File: config.mk
export PLATFORM = sky130hd
export DESIGN_NAME = tile_cache_distance_eviction_unit_flat
export DESIGN_NICKNAME = d
export VERILOG_FILES = /design/src/hw/rtl/tcde_pkg.sv /design/src/hw/rtl/tcde_if.sv /design/src/hw/rtl/tcde_ram.sv /design/src/hw/rtl/tcde_dist.sv /design/src/hw/rtl/tile_cache_distance_eviction_unit.sv /design/src/flat_wrapper.sv
export SDC_FILE = /design/constraint.sdc
export NUM_CORES = 1
export LEC_CHECK = 0
export ABC_CLOCK_PERIOD_IN_PS = 28100
export BUFFER_PORTS_ARGS = -buffer_cell sky130_fd_sc_hd__buf_2
export CELL_PAD_IN_SITES_DETAIL_PLACEMENT = 0
export CELL_PAD_IN_SITES_GLOBAL_PLACEMENT = 1
export CORE_MARGIN = 5
export CORE_UTILIZATION = 55
export DETAILED_ROUTE_END_ITERATION = 6
export MAX_ROUTING_LAYER = met4
export PLACE_DENSITY_LB_ADDON = 0.1
export SETUP_SLACK_MARGIN = 0.2
export SYNTH_ARGS = -nofsm -noshare
export SYNTH_HDL_FRONTEND = slang
export SYNTH_HIERARCHICAL = 1
export SYNTH_SLANG_ARGS = --single-unit
File: constraint.sdc
create_clock -name clk -period 28.1 [get_ports clk]
set_input_delay 2.81 -clock clk [delete_from_list [all_inputs] [get_ports clk]]
set_output_delay 2.81 -clock clk [all_outputs]
set_load 0.03 [all_outputs]
File: src/hw/rtl/tcde_pkg.sv
// ----------------------------------------------------------------------------
// tcde_pkg
// Shared types and constants of the tile cache with distance-based eviction.
// ----------------------------------------------------------------------------
`default_nettype none

package tcde_pkg;

  // Operation carried by one request transaction.
  typedef enum logic [2:0] {
    KIND_LOOKUP = 3'd0,
    KIND_INSERT = 3'd1,
    KIND_MOVE   = 3'd2,
    KIND_EVICT  = 3'd3,
    KIND_CLEAR  = 3'd4
  } tcde_kind_t;

  localparam int KIND_BITS     = 3;
  localparam int CFG_IDX_BITS  = 2;
  localparam int CFG_DATA_BITS = 16;
  localparam int COUNT_BITS    = 5;
  localparam int TOTAL_BITS    = 32;
  localparam int RANGE_BITS    = 16;
  localparam int HYST_BITS     = 8;
  localparam int THR_BITS      = 17;

  // Configuration register indexes.
  localparam logic [CFG_IDX_BITS-1:0] REG_MAX_ENTRIES = 2'd0;
  localparam logic [CFG_IDX_BITS-1:0] REG_CACHE_RANGE = 2'd1;
  localparam logic [CFG_IDX_BITS-1:0] REG_HYSTERESIS  = 2'd2;

  // Register values after reset.
  localparam logic [COUNT_BITS-1:0] MAX_ENTRIES_RST = 5'd16;
  localparam logic [RANGE_BITS-1:0] CACHE_RANGE_RST = 16'd2;
  localparam logic [HYST_BITS-1:0]  HYSTERESIS_RST  = 8'd1;

  // Tag that travels with each slot read through the distance pipeline.
  typedef struct packed {
    logic valid;
    logic last;
  } tcde_tag_t;

endpackage

`default_nettype wire

File: src/hw/rtl/tcde_if.sv
// ----------------------------------------------------------------------------
// tcde interfaces
// Valid/ready channels of the tile cache: request, result and configuration.
// ----------------------------------------------------------------------------
`default_nettype none

interface tcde_req_if #(
  parameter int COORD_BITS = 16
);
  import tcde_pkg::*;

  logic                         valid;
  logic                         ready;
  logic [KIND_BITS-1:0]         kind;
  logic signed [COORD_BITS-1:0] tile_x;
  logic signed [COORD_BITS-1:0] tile_y;

  modport source (output valid, kind, tile_x, tile_y, input ready);
  modport sink   (input valid, kind, tile_x, tile_y, output ready);
endinterface

interface tcde_rsp_if;
  import tcde_pkg::*;

  logic                  valid;
  logic                  ready;
  logic                  hit;
  logic [COUNT_BITS-1:0] evicted_now;
  logic [COUNT_BITS-1:0] occupancy;
  logic [TOTAL_BITS-1:0] hit_total;
  logic [TOTAL_BITS-1:0] miss_total;
  logic [TOTAL_BITS-1:0] load_total;
  logic [TOTAL_BITS-1:0] evict_total;

  modport source (output valid, hit, evicted_now, occupancy, hit_total, miss_total,
                  load_total, evict_total, input ready);
  modport sink   (input valid, hit, evicted_now, occupancy, hit_total, miss_total,
                  load_total, evict_total, output ready);
endinterface

interface tcde_cfg_if;
  import tcde_pkg::*;

  logic                     valid;
  logic                     ready;
  logic [CFG_IDX_BITS-1:0]  index;
  logic [CFG_DATA_BITS-1:0] data;

  modport source (output valid, index, data, input ready);
  modport sink   (input valid, index, data, output ready);
endinterface

`default_nettype wire

File: src/hw/rtl/tcde_ram.sv
// ----------------------------------------------------------------------------
// tcde_ram
// Generic single-write, single-read RAM with a registered read port.
// ----------------------------------------------------------------------------
`default_nettype none

module tcde_ram #(
  parameter int WIDTH = 32,
  parameter int DEPTH = 16
) (
  input  wire logic                     clk,
  input  wire logic                     we,
  input  wire logic [$clog2(DEPTH)-1:0] waddr,
  input  wire logic [WIDTH-1:0]         wdata,
  input  wire logic [$clog2(DEPTH)-1:0] raddr,
  output logic [WIDTH-1:0]              rdata
);
  logic [WIDTH-1:0] mem [DEPTH];

  always_ff @(posedge clk) begin
    if (we) begin
      mem[waddr] <= wdata;
    end
    rdata <= mem[raddr];
  end
endmodule

`default_nettype wire

File: src/hw/rtl/tcde_dist.sv
// ----------------------------------------------------------------------------
// tcde_dist
// Two-stage pipeline giving the Chebyshev distance of a slot from the current
// tile and whether the slot holds the request's tile.
// ----------------------------------------------------------------------------
`default_nettype none

module tcde_dist #(
  parameter int COORD_BITS = 16,
  parameter int IDX_BITS   = 4
) (
  input  wire logic                         clk,
  input  wire logic                         rst,
  input  wire tcde_pkg::tcde_tag_t          in_tag,
  input  wire logic [IDX_BITS-1:0]          in_idx,
  input  wire logic signed [COORD_BITS-1:0] slot_x,
  input  wire logic signed [COORD_BITS-1:0] slot_y,
  input  wire logic signed [COORD_BITS-1:0] here_x,
  input  wire logic signed [COORD_BITS-1:0] here_y,
  input  wire logic signed [COORD_BITS-1:0] tile_x,
  input  wire logic signed [COORD_BITS-1:0] tile_y,
  output tcde_pkg::tcde_tag_t               out_tag,
  output logic [IDX_BITS-1:0]               out_idx,
  output logic [COORD_BITS-1:0]             cheb_dist,
  output logic                              match
);
  import tcde_pkg::*;

  localparam int DW = COORD_BITS + 1;

  logic [DW-1:0]         dxa, dxb, dya, dyb;
  logic [COORD_BITS-1:0] absx, absy;
  logic [COORD_BITS-1:0] absx_q, absy_q;
  logic                  match_q;
  tcde_tag_t             tag_q;
  logic [IDX_BITS-1:0]   idx_q;

  // Both differences are formed at once; the non-negative one is the magnitude.
  assign dxa  = {slot_x[COORD_BITS-1], slot_x} - {here_x[COORD_BITS-1], here_x};
  assign dxb  = {here_x[COORD_BITS-1], here_x} - {slot_x[COORD_BITS-1], slot_x};
  assign dya  = {slot_y[COORD_BITS-1], slot_y} - {here_y[COORD_BITS-1], here_y};
  assign dyb  = {here_y[COORD_BITS-1], here_y} - {slot_y[COORD_BITS-1], slot_y};
  assign absx = dxa[DW-1] ? dxb[COORD_BITS-1:0] : dxa[COORD_BITS-1:0];
  assign absy = dya[DW-1] ? dyb[COORD_BITS-1:0] : dya[COORD_BITS-1:0];

  always_ff @(posedge clk) begin
    if (rst) begin
      tag_q   <= '0;
      out_tag <= '0;
    end else begin
      tag_q   <= in_tag;
      out_tag <= tag_q;
    end
  end

  always_ff @(posedge clk) begin
    idx_q     <= in_idx;
    absx_q    <= absx;
    absy_q    <= absy;
    match_q   <= (slot_x == tile_x) && (slot_y == tile_y);
    out_idx   <= idx_q;
    cheb_dist <= (absx_q > absy_q) ? absx_q : absy_q;
    match     <= match_q;
  end
endmodule

`default_nettype wire

File: src/hw/rtl/tile_cache_distance_eviction_unit.sv
// ----------------------------------------------------------------------------
// tile_cache_distance_eviction_unit
// Tag table of 2-D tile coordinates with Chebyshev-distance replacement.
// ----------------------------------------------------------------------------
//
//   Channel | Direction | Payload                                   | Ready
//   --------+-----------+-------------------------------------------+----------------
//   cfg     | in        | index, data                               | always high
//   req     | in        | kind, tile_x, tile_y                      | high when idle
//   rsp     | out       | hit, evicted_now, occupancy, four totals  | from the sink
//
// Every slot scan reads the coordinate RAM one entry per cycle and then drains
// the distance pipeline. Lookup, evict and a position update take one scan,
// clear takes no scan, and an insert that misses takes one match scan, one
// sweep scan and one further scan for every farthest eviction.
// Reset clears all slot valid bits at once, so there is no clearing pass.
// A result waits in the output register while the next request is accepted; the
// block stalls only when a second result is ready before the first was taken.
//
`default_nettype none

module tile_cache_distance_eviction_unit #(
  parameter int SLOTS      = 16,
  parameter int COORD_BITS = 16
) (
  input wire logic   clk,
  input wire logic   rst,
  tcde_cfg_if.sink   cfg,
  tcde_req_if.sink   req,
  tcde_rsp_if.source rsp
);
  import tcde_pkg::*;

  localparam int IDX_BITS = $clog2(SLOTS);
  localparam int OCC_BITS = $clog2(SLOTS + 1);
  localparam int LIM_BITS = (OCC_BITS > COUNT_BITS) ? OCC_BITS : COUNT_BITS;
  localparam int CMP_BITS = (COORD_BITS > THR_BITS) ? COORD_BITS : THR_BITS;

  // Sequencer states. A scan issues every slot address and then drains the
  // distance pipeline; the state after it acts on what the scan gathered.
  typedef enum logic [2:0] {
    S_IDLE,
    S_SCAN,
    S_NEXT,
    S_CHECK,
    S_STORE,
    S_DONE
  } state_t;

  // What a scan is looking for.
  typedef enum logic [1:0] {
    P_MATCH,
    P_SWEEP,
    P_FAR
  } pass_t;

  state_t state;
  pass_t  pass;

  // Configuration registers.
  logic [COUNT_BITS-1:0] max_entries;
  logic [RANGE_BITS-1:0] cache_range;
  logic [HYST_BITS-1:0]  hysteresis;

  // Transaction being worked on.
  logic [KIND_BITS-1:0]         kind_q;
  logic signed [COORD_BITS-1:0] tx_q, ty_q;
  logic                         do_sweep;
  logic                         hit_q;
  logic [OCC_BITS-1:0]          removed;

  // Table state: valid bits in flops, coordinates in the RAM.
  logic [SLOTS-1:0]             slot_valid;
  logic [OCC_BITS-1:0]          occ;
  logic signed [COORD_BITS-1:0] here_x, here_y;

  logic [TOTAL_BITS-1:0] hit_counter, miss_counter, load_counter, evict_counter;

  // Scan issue side.
  logic                iss_on;
  logic [IDX_BITS-1:0] iss_idx;
  logic                iss_last;
  tcde_tag_t           s1_tag;
  logic [IDX_BITS-1:0] s1_idx;

  // Decision side, at the end of the distance pipeline.
  tcde_tag_t             d_tag;
  logic [IDX_BITS-1:0]   d_idx;
  logic [COORD_BITS-1:0] d_dist;
  logic                  d_match;

  // Gathered during scans.
  logic                  free_found;
  logic [IDX_BITS-1:0]   free_idx;
  logic                  far_found;
  logic [IDX_BITS-1:0]   far_idx;
  logic [COORD_BITS-1:0] far_dist;

  logic [2*COORD_BITS-1:0] rd_data;
  logic                    ram_we;

  logic                v_cur;
  logic [THR_BITS-1:0] thr;
  logic                beyond;
  logic                farther;
  logic [LIM_BITS-1:0] max_ext;
  logic [LIM_BITS-1:0] limit;
  logic                need_far;
  logic                moved;

  logic                  rsp_valid;
  logic                  rsp_hit;
  logic [COUNT_BITS-1:0] rsp_evicted_now;
  logic [COUNT_BITS-1:0] rsp_occupancy;
  logic [TOTAL_BITS-1:0] rsp_hit_total, rsp_miss_total, rsp_load_total, rsp_evict_total;

  tcde_ram #(
    .WIDTH (2 * COORD_BITS),
    .DEPTH (SLOTS)
  ) u_coord_ram (
    .clk   (clk),
    .we    (ram_we),
    .waddr (free_idx),
    .wdata ({tx_q, ty_q}),
    .raddr (iss_idx),
    .rdata (rd_data)
  );

  tcde_dist #(
    .COORD_BITS (COORD_BITS),
    .IDX_BITS   (IDX_BITS)
  ) u_dist (
    .clk       (clk),
    .rst       (rst),
    .in_tag    (s1_tag),
    .in_idx    (s1_idx),
    .slot_x    (rd_data[2*COORD_BITS-1:COORD_BITS]),
    .slot_y    (rd_data[COORD_BITS-1:0]),
    .here_x    (here_x),
    .here_y    (here_y),
    .tile_x    (tx_q),
    .tile_y    (ty_q),
    .out_tag   (d_tag),
    .out_idx   (d_idx),
    .cheb_dist (d_dist),
    .match     (d_match)
  );

  assign ram_we   = (state == S_STORE);
  assign iss_last = (iss_idx == IDX_BITS'(SLOTS - 1));

  // The valid bit is read when the slot reaches the decision stage; each slot is
  // decided once per scan, so it already reflects earlier removals.
  assign v_cur   = slot_valid[d_idx];
  assign thr     = THR_BITS'(cache_range) + THR_BITS'(hysteresis);
  assign beyond  = CMP_BITS'(d_dist) > CMP_BITS'(thr);
  assign farther = !far_found || (d_dist > far_dist);

  // A table limit above the slot count behaves as the slot count.
  assign max_ext  = LIM_BITS'(max_entries);
  assign limit    = (max_ext > LIM_BITS'(SLOTS)) ? LIM_BITS'(SLOTS) : max_ext;
  assign need_far = (occ != '0) && (LIM_BITS'(occ) >= limit);

  assign moved = (req.tile_x != here_x) || (req.tile_y != here_y);

  assign cfg.ready = 1'b1;
  assign req.ready = (state == S_IDLE);

  assign rsp.valid       = rsp_valid;
  assign rsp.hit         = rsp_hit;
  assign rsp.evicted_now = rsp_evicted_now;
  assign rsp.occupancy   = rsp_occupancy;
  assign rsp.hit_total   = rsp_hit_total;
  assign rsp.miss_total  = rsp_miss_total;
  assign rsp.load_total  = rsp_load_total;
  assign rsp.evict_total = rsp_evict_total;

  // The slot tag leaves the issue side together with the RAM read data.
  always_ff @(posedge clk) begin
    if (rst) begin
      s1_tag <= '0;
    end else begin
      s1_tag.valid <= iss_on;
      s1_tag.last  <= iss_last;
    end
  end

  always_ff @(posedge clk) begin
    s1_idx <= iss_idx;
  end

  always_ff @(posedge clk) begin
    if (rst) begin
      state         <= S_IDLE;
      pass          <= P_MATCH;
      max_entries   <= MAX_ENTRIES_RST;
      cache_range   <= CACHE_RANGE_RST;
      hysteresis    <= HYSTERESIS_RST;
      kind_q        <= '0;
      do_sweep      <= 1'b0;
      hit_q         <= 1'b0;
      removed       <= '0;
      slot_valid    <= '0;
      occ           <= '0;
      here_x        <= '0;
      here_y        <= '0;
      hit_counter   <= '0;
      miss_counter  <= '0;
      load_counter  <= '0;
      evict_counter <= '0;
      iss_on        <= 1'b0;
      iss_idx       <= '0;
      free_found    <= 1'b0;
      far_found     <= 1'b0;
      rsp_valid     <= 1'b0;
    end else begin
      if (cfg.valid) begin
        case (cfg.index)
          REG_MAX_ENTRIES: max_entries <= cfg.data[COUNT_BITS-1:0];
          REG_CACHE_RANGE: cache_range <= cfg.data[RANGE_BITS-1:0];
          REG_HYSTERESIS:  hysteresis  <= cfg.data[HYST_BITS-1:0];
          default: ;
        endcase
      end

      // In S_DONE the output register is reloaded below instead.
      if (rsp_valid && rsp.ready && state != S_DONE) begin
        rsp_valid <= 1'b0;
      end

      case (state)
        S_IDLE: begin
          if (req.valid) begin
            kind_q     <= req.kind;
            hit_q      <= 1'b0;
            removed    <= '0;
            free_found <= 1'b0;
            far_found  <= 1'b0;
            do_sweep   <= 1'b0;
            case (req.kind)
              KIND_LOOKUP, KIND_INSERT, KIND_EVICT: begin
                pass    <= P_MATCH;
                iss_idx <= '0;
                iss_on  <= 1'b1;
                state   <= S_SCAN;
              end
              KIND_MOVE: begin
                // The new position takes effect before the scan, so the sweep
                // measures from it.
                here_x   <= req.tile_x;
                here_y   <= req.tile_y;
                do_sweep <= moved;
                pass     <= P_SWEEP;
                iss_idx  <= '0;
                iss_on   <= 1'b1;
                state    <= S_SCAN;
              end
              KIND_CLEAR: begin
                removed    <= occ;
                slot_valid <= '0;
                occ        <= '0;
                state      <= S_DONE;
              end
              default: begin
                state <= S_DONE;
              end
            endcase
          end
        end

        S_SCAN: begin
          if (iss_on) begin
            iss_idx <= iss_idx + IDX_BITS'(1);
            if (iss_last) begin
              iss_on <= 1'b0;
            end
          end

          if (d_tag.valid) begin
            case (pass)
              P_MATCH: begin
                // Tiles are unique in the table, so at most one slot matches.
                if (v_cur && d_match) begin
                  hit_q <= 1'b1;
                  if (kind_q == KIND_EVICT) begin
                    slot_valid[d_idx] <= 1'b0;
                    occ               <= occ - OCC_BITS'(1);
                    removed           <= OCC_BITS'(1);
                    evict_counter     <= evict_counter + TOTAL_BITS'(1);
                  end
                end
              end
              P_SWEEP: begin
                if (v_cur && d_match) begin
                  hit_q <= 1'b1;
                end
                if (v_cur && do_sweep && beyond) begin
                  slot_valid[d_idx] <= 1'b0;
                  occ               <= occ - OCC_BITS'(1);
                  removed           <= removed + OCC_BITS'(1);
                  evict_counter     <= evict_counter + TOTAL_BITS'(1);
                end
                // Lowest slot that is free once the sweep is through.
                if ((!v_cur || (do_sweep && beyond)) && !free_found) begin
                  free_found <= 1'b1;
                  free_idx   <= d_idx;
                end
              end
              P_FAR: begin
                // Strictly farther only, so ties keep the lowest slot.
                if (v_cur && farther) begin
                  far_found <= 1'b1;
                  far_idx   <= d_idx;
                  far_dist  <= d_dist;
                end
              end
              default: ;
            endcase

            if (d_tag.last) begin
              state <= S_NEXT;
            end
          end
        end

        S_NEXT: begin
          case (pass)
            P_MATCH: begin
              if (kind_q == KIND_LOOKUP) begin
                if (hit_q) begin
                  hit_counter <= hit_counter + TOTAL_BITS'(1);
                end else begin
                  miss_counter <= miss_counter + TOTAL_BITS'(1);
                end
                state <= S_DONE;
              end else if (kind_q == KIND_INSERT && !hit_q) begin
                do_sweep <= 1'b1;
                pass     <= P_SWEEP;
                iss_idx  <= '0;
                iss_on   <= 1'b1;
                state    <= S_SCAN;
              end else begin
                state <= S_DONE;
              end
            end
            P_SWEEP: begin
              state <= (kind_q == KIND_INSERT) ? S_CHECK : S_DONE;
            end
            P_FAR: begin
              slot_valid[far_idx] <= 1'b0;
              occ                 <= occ - OCC_BITS'(1);
              removed             <= removed + OCC_BITS'(1);
              evict_counter       <= evict_counter + TOTAL_BITS'(1);
              if (!free_found || (far_idx < free_idx)) begin
                free_found <= 1'b1;
                free_idx   <= far_idx;
              end
              state <= S_CHECK;
            end
            default: begin
              state <= S_DONE;
            end
          endcase
        end

        S_CHECK: begin
          if (need_far) begin
            far_found <= 1'b0;
            pass      <= P_FAR;
            iss_idx   <= '0;
            iss_on    <= 1'b1;
            state     <= S_SCAN;
          end else begin
            state <= S_STORE;
          end
        end

        S_STORE: begin
          // The coordinates go to the RAM in this cycle through ram_we.
          slot_valid[free_idx] <= 1'b1;
          occ                  <= occ + OCC_BITS'(1);
          load_counter         <= load_counter + TOTAL_BITS'(1);
          state                <= S_DONE;
        end

        S_DONE: begin
          if (!rsp_valid || rsp.ready) begin
            rsp_valid       <= 1'b1;
            rsp_hit         <= hit_q;
            rsp_evicted_now <= COUNT_BITS'(removed);
            rsp_occupancy   <= COUNT_BITS'(occ);
            rsp_hit_total   <= hit_counter;
            rsp_miss_total  <= miss_counter;
            rsp_load_total  <= load_counter;
            rsp_evict_total <= evict_counter;
            state           <= S_IDLE;
          end
        end

        default: begin
          state <= S_IDLE;
        end
      endcase
    end
  end

  // Payload of the scan results and of the request carries no reset.
  always_ff @(posedge clk) begin
    if (state == S_IDLE && req.valid) begin
      tx_q <= req.tile_x;
      ty_q <= req.tile_y;
    end
  end
endmodule

`default_nettype wire

File: src/flat_wrapper.sv
// flat-port wrapper written by rule: the top's interface ports become plain ports
module tile_cache_distance_eviction_unit_flat import tcde_pkg::*;
#(
  parameter int SLOTS      = 16,
  parameter int COORD_BITS = 16
)
  (clk, rst, cfg_valid, cfg_index, cfg_data, cfg_ready, req_valid, req_kind, req_tile_x, req_tile_y, req_ready, rsp_valid, rsp_hit, rsp_evicted_now, rsp_occupancy, rsp_hit_total, rsp_miss_total, rsp_load_total, rsp_evict_total, rsp_ready);
  tcde_cfg_if cfg_i ();
  tcde_req_if #(.COORD_BITS(COORD_BITS)) req_i ();
  tcde_rsp_if rsp_i ();
  input wire logic clk;
  input wire logic rst;
  input wire logic [$bits(cfg_i.valid)-1:0] cfg_valid;
  input wire logic [$bits(cfg_i.index)-1:0] cfg_index;
  input wire logic [$bits(cfg_i.data)-1:0] cfg_data;
  output wire logic [$bits(cfg_i.ready)-1:0] cfg_ready;
  input wire logic [$bits(req_i.valid)-1:0] req_valid;
  input wire logic [$bits(req_i.kind)-1:0] req_kind;
  input wire logic [$bits(req_i.tile_x)-1:0] req_tile_x;
  input wire logic [$bits(req_i.tile_y)-1:0] req_tile_y;
  output wire logic [$bits(req_i.ready)-1:0] req_ready;
  output wire logic [$bits(rsp_i.valid)-1:0] rsp_valid;
  output wire logic [$bits(rsp_i.hit)-1:0] rsp_hit;
  output wire logic [$bits(rsp_i.evicted_now)-1:0] rsp_evicted_now;
  output wire logic [$bits(rsp_i.occupancy)-1:0] rsp_occupancy;
  output wire logic [$bits(rsp_i.hit_total)-1:0] rsp_hit_total;
  output wire logic [$bits(rsp_i.miss_total)-1:0] rsp_miss_total;
  output wire logic [$bits(rsp_i.load_total)-1:0] rsp_load_total;
  output wire logic [$bits(rsp_i.evict_total)-1:0] rsp_evict_total;
  input wire logic [$bits(rsp_i.ready)-1:0] rsp_ready;
  assign cfg_i.valid = cfg_valid;
  assign cfg_i.index = cfg_index;
  assign cfg_i.data = cfg_data;
  assign cfg_ready = cfg_i.ready;
  assign req_i.valid = req_valid;
  assign req_i.kind = req_kind;
  assign req_i.tile_x = req_tile_x;
  assign req_i.tile_y = req_tile_y;
  assign req_ready = req_i.ready;
  assign rsp_valid = rsp_i.valid;
  assign rsp_hit = rsp_i.hit;
  assign rsp_evicted_now = rsp_i.evicted_now;
  assign rsp_occupancy = rsp_i.occupancy;
  assign rsp_hit_total = rsp_i.hit_total;
  assign rsp_miss_total = rsp_i.miss_total;
  assign rsp_load_total = rsp_i.load_total;
  assign rsp_evict_total = rsp_i.evict_total;
  assign rsp_i.ready = rsp_ready;
  tile_cache_distance_eviction_unit #(.SLOTS(SLOTS), .COORD_BITS(COORD_BITS)) u_core (.clk(clk), .rst(rst), .cfg(cfg_i), .req(req_i), .rsp(rsp_i));
endmodule
==> results.py <==
metrics = {
    "run_status": {
        "status": "finished, final reports clean",
    },
    "setup_path": {
        "crit_path_start_kind": "flop",
        "critPathMaxStageDelay_ps": 1120,
        "crit_path_cell_trace": "ha_1 -> a21o_1 -> a21oi_1 -> o21ba_2 -> o21ai_0 -> a21oi_1 -> nor4b_1 -> a311oi_1 -> ha_1 -> nand4_1 -> or4_1 -> a31oi_1 -> o31ai_1 -> o31a_2 -> buf_4 -> nor2_1 -> a211oi_1",
        "path_class": "flop to flop",
        "worstPathMaxFanout": 69,
        "crit_arrival_ps": 6200,
        "crit_slowest_cell": "nor2_1",
        "cp.required_ps": 28560,
        "cp-startpoint": "u_core/cache_range[1]$_SDFFE_PP1P_",
        "worstSetupEndpointType": "flop",
        "r2r_start": "u_core/cache_range[1]$_SDFFE_PP1P_",
    },
    "cts": {
        "ctsResizeCount": 0,
        "clock-root-buffer": "clkbuf_16",
        "cts_hold_buf": 0,
        "cts_buffers": 103,
        "clk_pin_slew_worst_paths_ps": 60,
        "h-tree-depth": 3,
        "cts_tree": "built",
        "clk_latency_ps": 660,
        "cts_sinks": 1040,
        "clockBufferDepth": 3,
        "post_cts_buffers": 0,
    },
    "synth": {
        "synth_edf_count": 707,
        "syn-instance-count": 3248,
        "synthArstFlopShare_pct": 0,
        "syn_area_per_cell_um2": 13.51,
        "yosysSeqAreaShare_pct": 63.58,
        "synth_seq_cells": 1040,
        "synth_cell_type_count": 81,
        "syn_nets": 3447,
        "synthFlopType": "edfxtp_1",
        "yosys_warnings": 6,
        "netlist_area_um2": 43880,
    },
    "die": {
        "row_count": 103,
        "die_area_um2": 85530,
        "die_w_um": 292.5,
        "initial_core_util_pct": 55.54,
        "ios": 200,
        "die_h_um": 292.5,
        "core_um2": 79000,
    },
    "drt": {
        "wl_per_cell_um": 22.78,
        "drc_errors": 0,
        "ant_nets": 0,
        "drtPass1Iterations": 6,
        "routed_via_density": 5.951,
        "vias": 27260,
        "drt-total-wl_mm": 104.4,
        "drtIter0Drc": 2184,
    },
    "flow_run": {
        "maxCapViolations": 0,
    },
    "power_and_ir_drop": {
        "p_leak_nw": 17.43,
        "power_density_nw_per_um2": 70.39,
        "peakVddDrop_mv": 0.05784,
    },
    "global_routing": {
        "grt_pass1_wl_mm": 160.2,
        "antenna_found_initial": 0,
        "grtUsageTotal_pct": 24.75,
        "grt_max_degree": 109,
        "grt_remaining_overflow": 0,
        "grt_pass1_vias": 26780,
    },
    "min_path": {
        "hold_start": "u_core/u_dist/idx_q[0]$_DFF_P_",
        "hold_path_class": "flop to flop",
    },
    "finish": {
        "seqCellArea_um2": 27900,
        "drive_above_1_share_pct": 17.25,
        "mostFrequentLayoutCells": "edfxtp_1, dfxtp_1, nand2_1",
        "design_area_um2": 49660,
        "top_register": "u_core/u_coord_ram/mem",
        "nNetsFinal": 3639,
        "largest_reg_flops": 512,
        "instances_no_fill": 4581,
        "final_common_cell": "edfxtp_1",
        "fillers": 5912,
        "area_delta_synth_final_pct": 13.17,
        "multiInputGateArea_um2": 14920,
        "final_util_pct": 62.86,
    },
    "sta": {
        "timing.final.max_slew_violations": 0,
        "grt_setup_unrepaired": "no",
        "skew_ps": 16.18,
        "tightest_slew_ps": 1378,
        "period_minus_slack_ps": 5736,
        "hold_viol": 0,
        "setup_tns_ps": 0,
        "max_freq_ghz": 0.1743,
        "fin_crit_sh_pct": 20.41,
        "slew_headroom_pct": 7.817,
        "finalSetupViolCount": 0,
    },
    "place": {
        "io_buffers": 198,
        "dpl.cell_count": 4385,
        "gp_congestion": 0.8951,
        "hpwl_mm": 65.80,
        "dpl-instance-area_um2": 45970,
    },
}
## where the power goes
part / switching, W / internal (W)
logic: 0.000164 / 0.000112
clock network: 0.000580 / 0.000886
registers: 0.0000606 / 0.00169
total: 0.000805 / 0.00269
## cell type report
| type | count | area share, % |
|---|---|---|
| antenna | 1 | 0.005039 |
| clock buffer | 129 | 5.717 |
| clock inverter | 66 | 1.708 |
| inverter | 144 | 1.088 |
| multi-input combinational | 1915 | 30.05 |
| sequential | 1040 | 56.19 |
| tap | 1050 | 2.646 |
| timing repair buffer | 236 | 2.588 |
## final timing paths
kind,slack [ps],end,cells past startpoint
min,330,u_core/u_dist/out_idx[0]$_DFF_P_,0
max reg2reg,22360,u_core/slot_valid[5]$_SDFFE_PP0P_,17
max,22360,u_core/slot_valid[5]$_SDFFE_PP0P_,17
min reg2reg,330,u_core/u_dist/out_idx[0]$_DFF_P_,0
## cells in the mapped netlist (77+ instances only)
| cell | count | area share [%] |
|---|---|---|
| a22oi_1 | 77 | 1.3 |
| ha_1 | 135 | 3.8 |
| edfxtp_1 | 707 | 48 |
| mux4_2 | 132 | 6.8 |
| dfxtp_1 | 333 | 15 |
| xor2_1 | 137 | 2.7 |
| inv_1 | 143 | 1.2 |
| a21oi_1 | 198 | 2.3 |
| nand2_1 | 266 | 2.3 |
| o21ai_0 | 95 | 1.1 |
| clkbuf_1 | 96 | 0.82 |
| nor2_1 | 180 | 1.5 |
## stage by stage
stage	setup WS [ps]	power, W	hold slack [ps]
final	22360	0.003495	325.4
after global routing	21950	0.003636	334.8
after CTS	22460	0.003529	326.4
after detailed placement	22440	0.002061	312.1
after global placement	22610	0.002051	311.2
after floorplan	10550	0.001967	309.6
## critical path, delay by kind of cell, from the launching register on
kind | cells | cell delay (ps)
fa+ha+maj | 2 | 450
compound gates | 10 | 2490
flops | 1 | 400
simple gates | 4 | 1890
buf+inv | 1 | 300
## routing by layer
metal | share of wire, % | global-route usage [%]
met1 | 43 | 32.86
met2 | 50 | 40.91
met3 | 5.3 | 3.283
met4 | 2.5 | 6.580
met5 | 0 | -
## logic make-up (layout without fill, tap and decap cells)
logic type	Yosys count	count (layout)	share of synthesized area [%]
AO/OA/AOI/OAI	558	558	8.207
XOR/XNOR	178	178	3.553
adder cells (fa/ha/maj)	141	141	4.123
buffers and inverters	293	575	2.726
flip-flops	1040	1040	63.58
multiplexers	201	201	8.423
other	1	2	0.008546
AND/OR/NAND/NOR	836	836	9.382
Note: power is estimated with default switching activity, not from simulation.
